[src/design/hpt_ram.sv]
`default_nettype none
module hpt_ram #(
  parameter int unsigned Width = 8,
  parameter int unsigned Depth = 16
) (
  input  wire logic                     clk_i,
  input  wire logic                     we_i,
  input  wire logic [$clog2(Depth)-1:0] waddr_i,
  input  wire logic [Width-1:0]         wdata_i,
  input  wire logic [$clog2(Depth)-1:0] raddr_i,
  output logic [Width-1:0]              rdata_o
);
  logic [Width-1:0] mem_q [Depth];
  always_ff @(posedge clk_i) begin
    if (we_i) begin
      mem_q[waddr_i] <= wdata_i;
    end
    rdata_o <= mem_q[raddr_i];
  end
endmodule
`default_nettype wire

[config.mk]
export PLATFORM = sky130hd
export DESIGN_NAME = hpt_ram
export DESIGN_NICKNAME = d
export VERILOG_FILES = /design/src/design/hpt_ram.sv
export SDC_FILE = /design/constraint.sdc
export NUM_CORES = 1
export LEC_CHECK = 0
export ABC_AREA = 1
export ABC_CLOCK_PERIOD_IN_PS = 3100
export CAP_MARGIN = 20
export CORE_UTILIZATION = 25
export CTS_CLUSTER_SIZE = 10
export DETAILED_ROUTE_END_ITERATION = 8
export DONT_BUFFER_PORTS = 1
export PLACE_DENSITY = 0.47
export SETUP_SLACK_MARGIN = 0.02
export SLEW_MARGIN = 20
export SYNTH_ARGS = -nofsm -noshare
export SYNTH_HDL_FRONTEND = slang
export SYNTH_SLANG_ARGS = --single-unit
[constraint.sdc]
create_clock -name clk_i -period 3.1 [get_ports clk_i]
set_clock_uncertainty 0.2 [all_clocks]
set_input_delay 0.155 -clock clk_i [delete_from_list [all_inputs] [get_ports clk_i]]
set_output_delay 0.155 -clock clk_i [all_outputs]
set_load 0.02 [all_outputs]
* Word-level counts from Yosys, hierarchy flattened
Memories as Yosys holds them, arrays and structs flattened. A register that Yosys moved wholly into a read port is not among the register bits. Index checks and enable logic that the tools add are counted.
Word-level totals: bits in registers 0, memory bits (writable) 128, bits of input ports 18, output and inout bits 8, word-level logic and storage cells 3, memories kept 1
Memory list:
- mem_q | depth 16, bits a word 8, rd ports 1, clocked after Yosys merged registers in 1, wr ports 1, RTL line 13 | logic [Width-1:0] mem_q [Depth];
Operators by class: mux-type cells 2
Operator list (number):
- 1-bit 2-to-1 mux | 2

* Depth between registers and ports, before layout
depth after elaboration 2, mapped depth 8, gate-level depth less buffers 7

* Least setup slack after synthesis
No wires, ideal clock.
kind input port to flip-flop, from input port waddr_i[2], to memory mem_q[10][0] (enable), arrival time 0.736 ns, setup slack 1.794 ns, cell stages on the path 2, path buffers 0, path through nand3b_1 nor2_1
RTL lines:
- start: declaration | RTL line 8 | input wire logic [$clog2(Depth)-1:0] waddr_i,
- end: declaration | RTL line 13
Straight into the memory's write port.

==> summary.md <==
| Metric | Value |
|---|---|
| Status | finished clean |
| Critical path destination | rdata_o[1] |
| Tightest Hold Check Type | input port to flop |
| Synth Net Count | roughly 570 |
| Setup Total Neg Slack | 0 ns |
| Worst Path Required | 3.21 ns |
| Setup WS pre-CTS | 1.33 ns |
| Std-Cell Rows | 55 |
| Vias in the first global route | 3,745 |
| Post-synthesis compound-gate area fraction | 0% |
| Worst setup margin | approximately 0.15 ns |
| Post-CTS setup buffers | 0 |
| R2r setup slk | 0.33 ns |
| Crit-path slowest cell | dlygate4sd3_1 |
| Final net count | 586 |
| WL/cell | 17.0 um |
| EDFF count, synth | 128 |
| Via count | ~3,700 |
| Critical Path, Cell by Cell | dlygate4sd3_1 -> nand3_1 -> dlygate4sd3_1 -> nand3_1 -> dlygate4sd3_1 -> nand2_1 -> dlygate4sd3_1 |
| Seq/Total Area, Yosys | a little over two thirds |
| Largest net degree at the start of global routing | 49 |
| Setup CP Type | input port to flop |
| CP most frequent cell | dlygate4sd3_1 |
| PwrDens | 662 nW/um2 |
| Starting Density | 25.5% |
| Max incr delay on CP | 0.95 ns |
| CP endpoint kind | flop |
| Syn Inst Count | approximately 550 |
| H-tree depth | 4 |
| Unique masters post-synth | 12 |
| Ranking of synthesized cells by area | edfxtp_1 67%, nand2_1 11%, nand3_1 8.4% |
| R2R depth | 9 |
| Adder-Cell Fraction of Synth Area | 0% |
| Finished Core Util | between 30% and 40% |
| PortBufs | 0 |
| Via-per-instance ratio | 4.25 |
| Worst path arrival time | a little over 3 ns |
| Initial DRC count | 365 |
| Fmax | between 300 and 400 MHz |
| Fin. Hold Viols | 0 |
| Pre-Repair DR Iteration Count | 4 |
| Max-cap violations | 0 |
| First-pass GRT wire length | approximately 23,000 um |
| CTS clk-pin slew, worst paths | 0.06 ns |
| CTS tree | built |
| Worst Path Max Fanout | 14 |
| Num CTS Buffers | 17 |
| DRT antenna net count | 0 |
| Antenna Cells | 0 |
| Post-synthesis simple-gate area fraction | 21.0% |
| DRC errors left | 0 |
| Largest family of logic cells by synthesized area | simple AND/OR/NAND/NOR gates |
| CTS root buffer | clkbuf_16 |
| Primary FF master, synth | edfxtp_1 |
| Slew margin rel. | a little over a third |
| Final worst path period share | 95.0% |
| Yosys top cell area share | 66.7% |
| Mapped Area | 5770 um2 |
| Sink Count | 136 |
| Period minus WS final | 2.95 ns |
| RSZ-0062 raised after global routing | false |
| Worst r2r src | mem_q[14][1] |
| Synth Area in XOR/XNOR | 0% |
| Worst ir drop on vdd | 0.000379 V |
| Area grow syn2layout | 18.1% |
| Setup crit start kind | input port |
| Yosys warning count | 0 |
| Slew @ Worst Pin | 0.967 ns |
| WL final | 14,700 um |
| Die height | 154 um |
| Final GP Congestion | 0.798 |
| Power, Total | 4.51 mW |
| Ys async rst share | 0% |
| # IOs | 26 |
| Syn_area_per_cell | around 10 um2 |
| HPWL after DPL | 8740 um |
| Top cells by count, synth | 173 x nand2_1, 128 x edfxtp_1, 100 x inv_1 |
| P_leak | ~2.8 nW |
| Fin Hold WS | 0.000849 ns |
| Chip width | 154 um |
| CTS Buffer Depth | 2 |
| Core area | 22,600 um2 |
| Reg-to-reg endpoint | rdata_o[1] |
| Gr usage total | 13.3% |
| Initial antenna violation count | 0 |
| Hold path start | raddr_i[0] |
| Die ar. | ~24,000 um2 |
| Final setup fails | 0 |
| Area leader, netlist | edfxtp_1 |
| Total congestion overflow | 0 |
| Worst-skew pair later-pin latency | 0.43 ns |
| Mux cell area share after synthesis | 0% |
| Most frequent cell after synthesis | nand2_1 |
| Seq cells post-synth | 136 |
| Fin. max-slew vios | 0 |
| Share of cells above drive strength 1 | 6.03% |
| Launch point of the worst path | raddr_i[2] |
-- cell usage in the layout, fill, tap and decap left out --
cell | Yosys | routed
inv_6 | 0 | 5
clkinvlp_4 | 0 | 2
bufinv_16 | 0 | 4
inv_2 | 2 | 2
nand2_1 | 173 | 173
dfxtp_1 | 8 | 8
inv_1 | 100 | 100
edfxtp_1 | 128 | 128
buf_4 | 4 | 2
inv_8 | 0 | 2
nand3b_1 | 2 | 2
dlygate4sd3_1 | 0 | 20
clkinv_4 | 0 | 1
nand3_1 | 97 | 97
clkbuf_16 | 0 | 17
nor2_1 | 17 | 17
-- area by class of cell --
type                       instances  area (um2)
multi-input combinational        289        1210
sequential                       136        4000
fill                            2347       15800
inverter                         102         383
clock buffer                      17         425
clock inverter                    14         210
tap                              285         357
timing repair buffer              22         215
-- registers in the layout, indices dropped and copies added, names as in the netlist --
register / cells
mem_q: 128
rdata_o: 8
-- metal layers --
metal,vias up,wire length [um],global-route usage (%)
li1,1806,-,-
met1,1775,7080,18.0
met5,-,0,0
met2,75,6840,20.8
met3,19,508,2.73
met4,0,312,5.52
-- worst max-delay path, delay by kind of cell --
| family | cells | cell delay, ns |
|---|---|---|
| simple gates | 3 | 0.27 |
| buf+inv | 4 | 2.64 |
-- worst min-delay path by stage --
stage / depth (start not counted) / slack, ns / endpoint
floorplan: 0 / 0.05 / mem_q[0][0]
global placement: 0 / 0.05 / mem_q[3][6]
detailed placement: 0 / 0.05 / mem_q[3][6]
CTS: 5 / 0.001 / rdata_o[5]
global route: 5 / 0.04 / rdata_o[5]
finish: 5 / 0.0008 / rdata_o[0]
-- cells by family (layout without fill, tap and decap cells) --
family,count (synthesis),in the layout
flip-flops,136,136
AND/OR/NAND/NOR,289,289
buffers and inverters,126,155
-- timing repair --
item	CTS	global route
hold buffers	20	0
resized for setup	0	0
hold endpoints to repair	136	0
setup endpoints to repair	0	0
-- power breakdown --
part	total, mW	internal (mW)	switching, mW	leakage (nW)
clock network	2.19	1.37	0.825	0.305
logic	0.234	0.0699	0.164	1.28
registers	2.09	2.06	0.0291	1.22
-- metrics by stage --
step                instance area (um2)  std cells
floorplan                          5770        551
global placement                   5970        814
detailed placement                 5970        814
CTS                                6810        865
global route                       6810        865
finish                             6810        865
Power figures use the tool's default switching activity.
